==> config.mk <==
export PLATFORM = sky130hd
export DESIGN_NAME = utf8_label_validator
export DESIGN_NICKNAME = d
export VERILOG_FILES = /design/src/ulv_pkg.sv /design/src/ulv_decode.sv /design/src/utf8_label_validator.sv
export SDC_FILE = /design/constraint.sdc
export NUM_CORES = 1
export LEC_CHECK = 0
export BUFFER_PORTS_ARGS = -buffer_cell sky130_fd_sc_hd__buf_2
export CORE_UTILIZATION = 50
export CTS_BUF_LIST = sky130_fd_sc_hd__clkbuf_4 sky130_fd_sc_hd__clkbuf_8
export CTS_CLUSTER_DIAMETER = 200
export DETAILED_ROUTE_END_ITERATION = 10
export PLACE_DENSITY = 0.7
export SLEW_MARGIN = 5
export SYNTH_ARGS = -nofsm -noshare
export SYNTH_HDL_FRONTEND = slang
export SYNTH_SLANG_ARGS = --single-unit
export TNS_END_PERCENT = 20
==> constraint.sdc <==
create_clock -name clk -period 3.27 [get_ports clk]
set_input_delay 0.1635 -clock clk [delete_from_list [all_inputs] [get_ports clk]]
set_output_delay 0.1635 -clock clk [all_outputs]
set_load 0.03 [all_outputs]
==> src/ulv_pkg.sv <==
// types, constants and helpers of the utf8 label validator
// no dependencies
`default_nettype none

package ulv_pkg;

	// lead byte ranges
	localparam logic [7:0] ASCII_LIMIT = 8'h80;
	localparam logic [7:0] LEAD2_LO    = 8'hC2;
	localparam logic [7:0] LEAD2_HI    = 8'hDF;
	localparam logic [7:0] LEAD3_LO    = 8'hE0;
	localparam logic [7:0] LEAD3_HI    = 8'hEF;
	localparam logic [7:0] LEAD4_LO    = 8'hF0;
	localparam logic [7:0] LEAD4_HI    = 8'hF4;

	// continuation byte tag in the top two bits
	localparam logic [1:0] CONT_TAG = 2'b10;

	// code point limits
	localparam logic [20:0] CODE_MAX  = 21'h10FFFF;
	localparam logic [20:0] SURR_LO   = 21'h00D800;
	localparam logic [20:0] SURR_HI   = 21'h00DFFF;
	localparam logic [20:0] MIN_TWO   = 21'h000080;
	localparam logic [20:0] MIN_THREE = 21'h000800;
	localparam logic [20:0] MIN_FOUR  = 21'h010000;

	// sequence classes
	localparam logic [1:0] CLS_NONE  = 2'd0;
	localparam logic [1:0] CLS_TWO   = 2'd1;
	localparam logic [1:0] CLS_THREE = 2'd2;
	localparam logic [1:0] CLS_FOUR  = 2'd3;

	typedef struct packed {
		logic [7:0]  bytes_left;
		logic [7:0]  record_length;
		logic [1:0]  cont_needed;
		logic [1:0]  lead_class;
		logic [20:0] partial_code;
		logic        bad_seen;
	} ulv_state_t;

	typedef struct packed {
		logic       valid;
		logic       ok;
		logic [7:0] length;
	} ulv_result_t;

	// smallest code point that a class may encode
	function automatic logic [20:0] class_minimum(input logic [1:0] cls);
		logic [20:0] m;
		case (cls)
			CLS_TWO:   m = MIN_TWO;
			CLS_THREE: m = MIN_THREE;
			default:   m = MIN_FOUR;
		endcase
		return m;
	endfunction

	// unicode scalar value: in range and not a surrogate
	function automatic logic is_scalar(input logic [20:0] v);
		return (v <= CODE_MAX) && !((v >= SURR_LO) && (v <= SURR_HI));
	endfunction

endpackage

`default_nettype wire

==> src/ulv_decode.sv <==
// per-byte next-state and verdict logic of the utf8 label validator
// depends on ulv_pkg
`default_nettype none

module ulv_decode import ulv_pkg::*; (
	input  var ulv_state_t  cur,
	input  wire logic [7:0] data_byte,
	output ulv_state_t      nxt,
	output ulv_result_t     res
);

	logic [7:0]  bl;
	logic        bad;
	logic [1:0]  cont;
	logic [1:0]  cls;
	logic [20:0] code;

	// one byte step of the label parser
	always_comb begin
		nxt  = cur;
		res  = '0;
		bl   = cur.bytes_left - 8'd1;
		bad  = cur.bad_seen;
		cont = cur.cont_needed;
		cls  = cur.lead_class;
		code = cur.partial_code;
		if (cur.bytes_left == '0) begin
			// length prefix
			if (data_byte == '0) begin
				res.valid  = 1'b1;
				res.ok     = 1'b0;
				res.length = '0;
			end else begin
				nxt               = '0;
				nxt.bytes_left    = data_byte;
				nxt.record_length = data_byte;
			end
		end else begin
			if (!bad) begin
				if (cont == '0) begin
					// lead byte
					if (data_byte < ASCII_LIMIT) begin
						cont = '0;
					end else if (data_byte inside {[LEAD2_LO:LEAD2_HI]}) begin
						cont = 2'd1;
						cls  = CLS_TWO;
						code = {16'b0, data_byte[4:0]};
					end else if (data_byte inside {[LEAD3_LO:LEAD3_HI]}) begin
						cont = 2'd2;
						cls  = CLS_THREE;
						code = {17'b0, data_byte[3:0]};
					end else if (data_byte inside {[LEAD4_LO:LEAD4_HI]}) begin
						cont = 2'd3;
						cls  = CLS_FOUR;
						code = {18'b0, data_byte[2:0]};
					end else begin
						bad = 1'b1;
					end
					// sequence cut off by the label end
					if (bl < {6'b0, cont}) begin
						bad = 1'b1;
					end
				end else begin
					// continuation byte
					if (data_byte[7:6] != CONT_TAG) begin
						bad = 1'b1;
					end else begin
						code = {code[14:0], data_byte[5:0]};
						cont = cont - 2'd1;
						if (cont == '0) begin
							if ((code < class_minimum(cls)) || !is_scalar(code)) begin
								bad = 1'b1;
							end
						end
					end
				end
			end
			if (bad) begin
				cont = '0;
			end
			nxt.bytes_left   = bl;
			nxt.cont_needed  = cont;
			nxt.lead_class   = cls;
			nxt.partial_code = code;
			nxt.bad_seen     = bad;
			// last byte of the label
			if (bl == '0) begin
				res.valid  = 1'b1;
				res.ok     = !bad && (cont == '0);
				res.length = cur.record_length;
				nxt        = '0;
			end
		end
	end

endmodule

`default_nettype wire

==> src/utf8_label_validator.sv <==
// top level of the utf8 label validator: input register, decode, result register
// depends on ulv_pkg and ulv_decode
`default_nettype none

// Takes a stream of length-prefixed labels, one byte per beat: a length byte, then
// that many bytes of UTF-8. One verdict (label_ok, label_length) comes out after the
// last byte of each label, and at once for a zero length byte. Each byte is held in
// the input register and its decode is captured by the result register, so a verdict
// passes through both registers after its last byte is taken; the block accepts one
// byte per cycle for as long as the result register can be emptied, the single result
// register being the only point where a stalled output holds back input.
module utf8_label_validator import ulv_pkg::*; (
	input  wire logic       clk,
	input  wire logic       arst_n,
	input  wire logic       in_valid,
	output logic            in_ready,
	input  wire logic [7:0] data_byte,
	output logic            out_valid,
	input  wire logic       out_ready,
	output logic            label_ok,
	output logic [7:0]      label_length
);

	logic        valid_s1;
	logic [7:0]  byte_s1;
	ulv_state_t  state_q;
	ulv_state_t  state_nxt;
	ulv_result_t res;
	logic        out_valid_q;
	logic        ok_q;
	logic [7:0]  len_q;
	logic        out_free;
	logic        advance;

	// decode of the byte held in the input register
	ulv_decode u_decode (
		.cur       (state_q),
		.data_byte (byte_s1),
		.nxt       (state_nxt),
		.res       (res)
	);

	// handshake: a byte moves on unless its verdict finds the result register full and not being emptied
	assign out_free = !out_valid_q || out_ready;
	assign advance  = valid_s1 && (!res.valid || out_free);
	assign in_ready = !valid_s1 || advance;

	// input register
	always_ff @(posedge clk or negedge arst_n) begin
		if (!arst_n) begin
			valid_s1 <= 1'b0;
		end else if (in_ready) begin
			valid_s1 <= in_valid;
		end
	end

	always_ff @(posedge clk) begin
		if (in_ready && in_valid) begin
			byte_s1 <= data_byte;
		end
	end

	// parser state
	always_ff @(posedge clk or negedge arst_n) begin
		if (!arst_n) begin
			state_q <= '0;
		end else if (advance) begin
			state_q <= state_nxt;
		end
	end

	// result register
	always_ff @(posedge clk or negedge arst_n) begin
		if (!arst_n) begin
			out_valid_q <= 1'b0;
		end else if (advance && res.valid) begin
			out_valid_q <= 1'b1;
		end else if (out_ready) begin
			out_valid_q <= 1'b0;
		end
	end

	always_ff @(posedge clk) begin
		if (advance && res.valid) begin
			ok_q  <= res.ok;
			len_q <= res.length;
		end
	end

	assign out_valid    = out_valid_q;
	assign label_ok     = ok_q;
	assign label_length = len_q;

endmodule

`default_nettype wire

==> results of run 1 <==
[critical path, cell delays in order (launching register included)]
cell      delay [ns]
dfrtp_1         0.44
inv_1           0.13
ha_1            0.36
nor3b_1         0.28
xor2_1          0.29
nor2_1          0.09
and4_1          0.34
o211ai_1        0.38
buf_2           0.27
[cell usage in the layout (no fill, tap or decap), types with 2 or more instances in the layout]
cell type,instances
o211ai_1,2
ha_1,9
o211a_1,2
nand4_1,4
mux2_4,9
nand2_1,18
nor3b_1,2
o31ai_1,2
o2bb2ai_1,3
dfrtp_1,38
edfxtp_1,17
nand3b_1,3
o22ai_1,2
or4_1,2
and3_1,14
a211oi_1,3
inv_1,13
or3_1,2
mux2_2,5
nor4_1,5
buf_4,6
nor3_1,7
a32o_1,2
nand3_1,7
nor2b_1,5
o21ai_0,11
a21oi_1,5
a22o_1,10
a31oi_1,4
clkbuf_8,6
nor2_1,15
nand2b_1,5
and2_1,14
buf_2,22
[registers in the layout, summed over array words and instances, names as in the netlist]
register / flops
out_valid: 1
byte_s1: 8
valid_s1: 1
state_q: 36
label_length: 8
label_ok: 1
[metal layers]
layer	routed length (microns)	up-vias
met2	3063	92
met3	396	17
met5	0	-
li1	-	1096
met4	164	0
met1	3086	1148
[logic make-up after synthesis]
kind of cell / count (synthesis) / synth area share
AND/OR/NAND/NOR: 114 / 0.2189
AO/OA/AOI/OAI: 60 / 0.1519
flip-flops: 55 / 0.4797
buffers and inverters: 24 / 0.03820
multiplexers: 15 / 0.06612
adder cells (fa/ha/maj): 9 / 0.03696
XOR/XNOR: 2 / 0.008216
[what timing repair did]
| action | CTS | global route |
|---|---|---|
| setup buffers | 0 | 0 |
| hold buffers | 1 | 0 |
| endpoints found under the setup margin | 0 | 8 |
| hold endpoints to repair | 38 | 0 |
| resized for setup | 0 | 1 |
[layout make-up]
type,count,area share
clock buffers,6,0.02474
inverters,13,0.01462
repair buffers,29,0.04948
well taps,75,0.02811
multi-input cells,200,0.4404
clock inverters,2,0.004873
flip-flops and latches,55,0.4378
[worst paths after layout]
kind                                    end  slack, ns         start
worst max-delay path               in_ready       0.22   state_q[34]
worst min-delay path             byte_s1[3]       0.03  data_byte[3]
worst max register to register     label_ok       0.26    byte_s1[4]
worst min register to register   state_q[1]       0.51    state_q[1]
max in group asynchronous       state_q[22]       2.24        arst_n
min in group asynchronous       state_q[41]       0.48        arst_n
[power breakdown]
group	leakage, nW	internal (mW)	total, mW	switching, mW
Clock	0.0474	0.173	0.397	0.223
Combinational	0.763	0.254	0.529	0.275
Sequential	0.672	0.848	1.02	0.172
==> results.json, run 1 <==
{
  "fill_cells": 515,
  "maxSlewHeadroom": 0.4357,
  "holdWs_ns": 0.02867,
  "initial_core_util": 0.5176,
  "multiInputGateArea_sq_um": 1470,
  "grt.total_usage": 0.2291,
  "drv_slew": 0,
  "finalCritPeriodShare": 0.9335,
  "postRouteAntennaNets": 0,
  "rsz0062_at_grt": "no",
  "gp_congestion": 0.9901,
  "via_per_inst": 6.192,
  "syn_nets": 300,
  "grt_antenna_before_repair": 0,
  "routed_wl_mm": 6.711,
  "ys_types": 62,
  "synthCells": 279,
  "core_area_sq_um": 5886,
  "synth_edf_count": 17,
  "rr_worst_depth": 9,
  "wl_per_cell_microns": 17.66,
  "synth_top_cell_by_area": "dfrtp_1",
  "first_pass_iters": 4,
  "dp.cells": 371,
  "layout_min_cycle_time_ns": 3.052,
  "crit_type": "flip-flop to primary output",
  "avgSynthCellArea_sq_um": 10.92,
  "layout_setup_ws_ns": 0.2176,
  "cts_tree": "yes",
  "num_rows": 28,
  "htree_levels": 2,
  "synth_top_area_frac": 0.3121,
  "register_area_sq_um": 1461,
  "antenna_cells": 0,
  "worst_pin_slew_ns": 0.8465,
  "hold_class": "input pin to flip-flop",
  "preCtsSetupSlack_ns": 0.3227,
  "die_y_microns": 80.06,
  "grt_pass1_vias": 2179,
  "final.setup.tns_ns": 0,
  "synth_top_flop_cell": "dfrtp_1",
  "synth_async_sr_flop_share": 0.6909,
  "ys_top_cells_by_area": "dfrtp_1 31%, edfxtp_1 17%, mux2_4 4.4%, ha_1 3.7%, and2_1 3.1%",
  "drive_above_1_share": 0.2066,
  "nets": 325,
  "stdcell_area_sq_um": 3338,
  "die_w_microns": 80.06,
  "clk_pin_slew_ns": 0.10,
  "final_cells": 380,
  "leakage_nw": 1.482,
  "cap_violations": 0,
  "dpl-instance-area_sq_um": 3228,
  "io_buffers": 22,
  "ys_seq_elements": 55,
  "utilization": 0.5672,
  "cts_sinks": 55,
  "hold_viol_final": 0,
  "critPathLaunchType": "flip-flop",
  "grt_pass1_wl_mm": 10.94,
  "use_met1": 0.3279,
  "synth_area_sq_um": 3047,
  "ir_drop_mv": 0.3802,
  "grt_max_degree": 39,
  "drc": 0,
  "die-area_sq_um": 6410,
  "status": "finished, final reports clean",
  "cp_data_arrival_time_ns": 2.89,
  "synth.most_common_cell": "dfrtp_1",
  "synthTopCellsByCount": "38 x dfrtp_1, 18 x nand2_1, 17 x edfxtp_1, 15 x and2_1, 15 x nor2_1",
  "use_met2": 0.3410,
  "gr-total-overflow": 0,
  "io-pin-count": 23,
  "whs_path_depth": 1,
  "grt_util_met3": 0.04545,
  "clockBufferDepth": 2,
  "hpwl_mm": 4.820,
  "busiest_layer": "met2",
  "endpoint_kind": "primary output",
  "syn_to_final_growth_pct": 9.569,
  "num_vias": 2353,
  "fmax_ghz": 0.3276,
  "clock-skew-final_ns": 0.01224,
  "cts-root-buf": "clkbuf_8",
  "synth-seq-area-share": 0.4797,
  "cts_buffers": 5,
  "crit_fanout": 13,
  "p_per_area_nw_per_um2": 582.9,
  "worstPathRequired_ns": 3.11,
  "fin_total_pwr_mw": 1.946,
  "drt_iter0_markers": 180,
  "ys_warn_count": 0,
  "worstSkewPairLatency_ns": 0.31,
  "finalSetupViolations": 0
}
Power figures use the tool's default switching activity.
==> run 2: changes to the inputs <==
- CORE_MARGIN: not set -> 2
==> results.json, run 2 (same netlist as run 1, synthesis figures left out) <==
{
  "syn_to_final_growth_pct": 9.774,
  "final_cell_mix": "38 x dfrtp_1, 22 x buf_2, 18 x nand2_1",
  "layout_setup_ws_ns": 0.2521,
  "drt_iter0_markers": 175,
  "rsz0062_at_grt": "no",
  "largest_reg_flops": 36,
  "preCtsSetupSlack_ns": 0.2890,
  "dp.cells": 373,
  "cts_tree": "yes",
  "leakage_nw": 1.482,
  "drc": 0,
  "finalCritPeriodShare": 0.9229,
  "ir_drop_mv": 0.3361,
  "core_area_sq_um": 5921,
  "hold_viol_final": 0,
  "gp_congestion": 0.9595,
  "cts-root-buf": "clkbuf_8",
  "fmax_ghz": 0.3314,
  "endpoint_kind": "flip-flop",
  "num_rows": 28,
  "layout_min_cycle_time_ns": 3.018,
  "clock-skew-final_ns": 0.01037,
  "die_y_microns": 82.06,
  "io_buffers": 22,
  "drv_slew": 0,
  "cts_buffers": 5,
  "status": "finished, final reports clean",
  "maxSlewHeadroom": 0.4445,
  "initial_core_util": 0.5146,
  "critPathLaunchType": "flip-flop",
  "grt_pass1_vias": 2238,
  "grt_max_degree": 39,
  "via_per_inst": 6.063,
  "grt_antenna_before_repair": 0,
  "cts_setup_buffers": 0,
  "final_cells": 382,
  "drive_above_1_share": 0.2117,
  "crit_fanout": 9,
  "grt.total_usage": 0.2170,
  "postRouteAntennaNets": 0,
  "worst_pin_slew_ns": 0.8333,
  "worstPathRequired_ns": 3.32,
  "largest-register": "state_q",
  "first_pass_iters": 5,
  "crit_type": "flip-flop to flip-flop",
  "routed_wl_mm": 6.556,
  "die-area_sq_um": 6734,
  "gr-total-overflow": 0,
  "worstSkewPairLatency_ns": 0.31,
  "clockBufferDepth": 2,
  "io-pin-count": 23,
  "wl_per_cell_microns": 17.16,
  "finalSetupViolations": 0,
  "p_per_area_nw_per_um2": 573.8,
  "hold_class": "input pin to flip-flop",
  "clk_pin_slew_ns": 0.10,
  "num_vias": 2316,
  "final_common_cell": "dfrtp_1",
  "final.setup.tns_ns": 0,
  "nets": 327,
  "cap_violations": 0,
  "grt_pass1_wl_mm": 11.13,
  "htree_levels": 2,
  "die_w_microns": 82.06,
  "antenna_cells": 0,
  "cp_data_arrival_time_ns": 3.07,
  "hpwl_mm": 4.755,
  "cts_sinks": 55
}
## run 2: cell types whose count changed in the layout (fill, tap and decap cells not counted), sizes merged
cell      previous run  this run
buf                 28        30
clkbuf               6         5
clkinvlp             1         2
## run 2: metrics by stage
stage	util	total power, mW	instance area, sq um	hold slack, ns
floorplan	-	1.388	3047	-0.1321
global placement	0.5478	1.541	3243	0.3239
detailed placement	0.5478	1.545	3243	0.3244
CTS	0.5645	1.925	3342	0.02104
global route	0.5649	2.052	3344	0.02040
finish	0.5649	1.919	3344	0.02917
## run 2: final cells by class
class / instances / area, sq um
fillers: 512 / 2576
multi-input cells: 200 / 1471
flip-flops and latches: 55 / 1461
repair buffers: 31 / 180.2
well taps: 75 / 93.84
clock buffers: 5 / 68.82
inverters: 13 / 48.80
clock inverters: 3 / 20.02
## run 2: critical path, cell delays in order, from the launching register on
cell and delay, ns:
edfxtp_1 0.53, or4_1 0.62, and2_1 0.19, o21ai_0 0.24
nand2_1 0.10, ha_1 0.18, nor3_1 0.17, nand4_1 0.12
a211oi_1 0.52, nor4_1 0.10
## run 2: repair_timing
action,4_1_cts,5_1_grt
gates resized for setup,0,1
hold endpoints to repair,38,0
hold buffers,1,0
endpoints found under the setup margin,0,9
## run 2: report_power, final
part / internal, mW / switching [mW]
combinational: 0.264 / 0.272
clock: 0.149 / 0.221
sequential: 0.848 / 0.164
## run 2: path summary, 6_finish.rpt
| path | depth (start not counted) | slack (ns) | startpoint | to |
|---|---|---|---|---|
| min reg2reg | 1 | 0.50 | state_q[32] | state_q[32] |
| max in group asynchronous | 2 | 2.25 | arst_n | state_q[4] |
| max | 9 | 0.25 | byte_s1[4] | label_ok |
| max reg2reg | 9 | 0.25 | byte_s1[4] | label_ok |
| min in group asynchronous | 2 | 0.48 | arst_n | state_q[36] |
| min | 1 | 0.03 | data_byte[6] | byte_s1[6] |
## run 2: layer usage
| metal | GRT usage | vias to the layer above | wire (microns) |
|---|---|---|---|
| met3 | 0.03846 | 20 | 479 |
| met5 | 0 | - | 0 |
| li1 | - | 1097 | - |
| met1 | 0.3111 | 1100 | 2971 |
| met4 | 0.06833 | 0 | 169 |
| met2 | 0.3350 | 99 | 2936 |
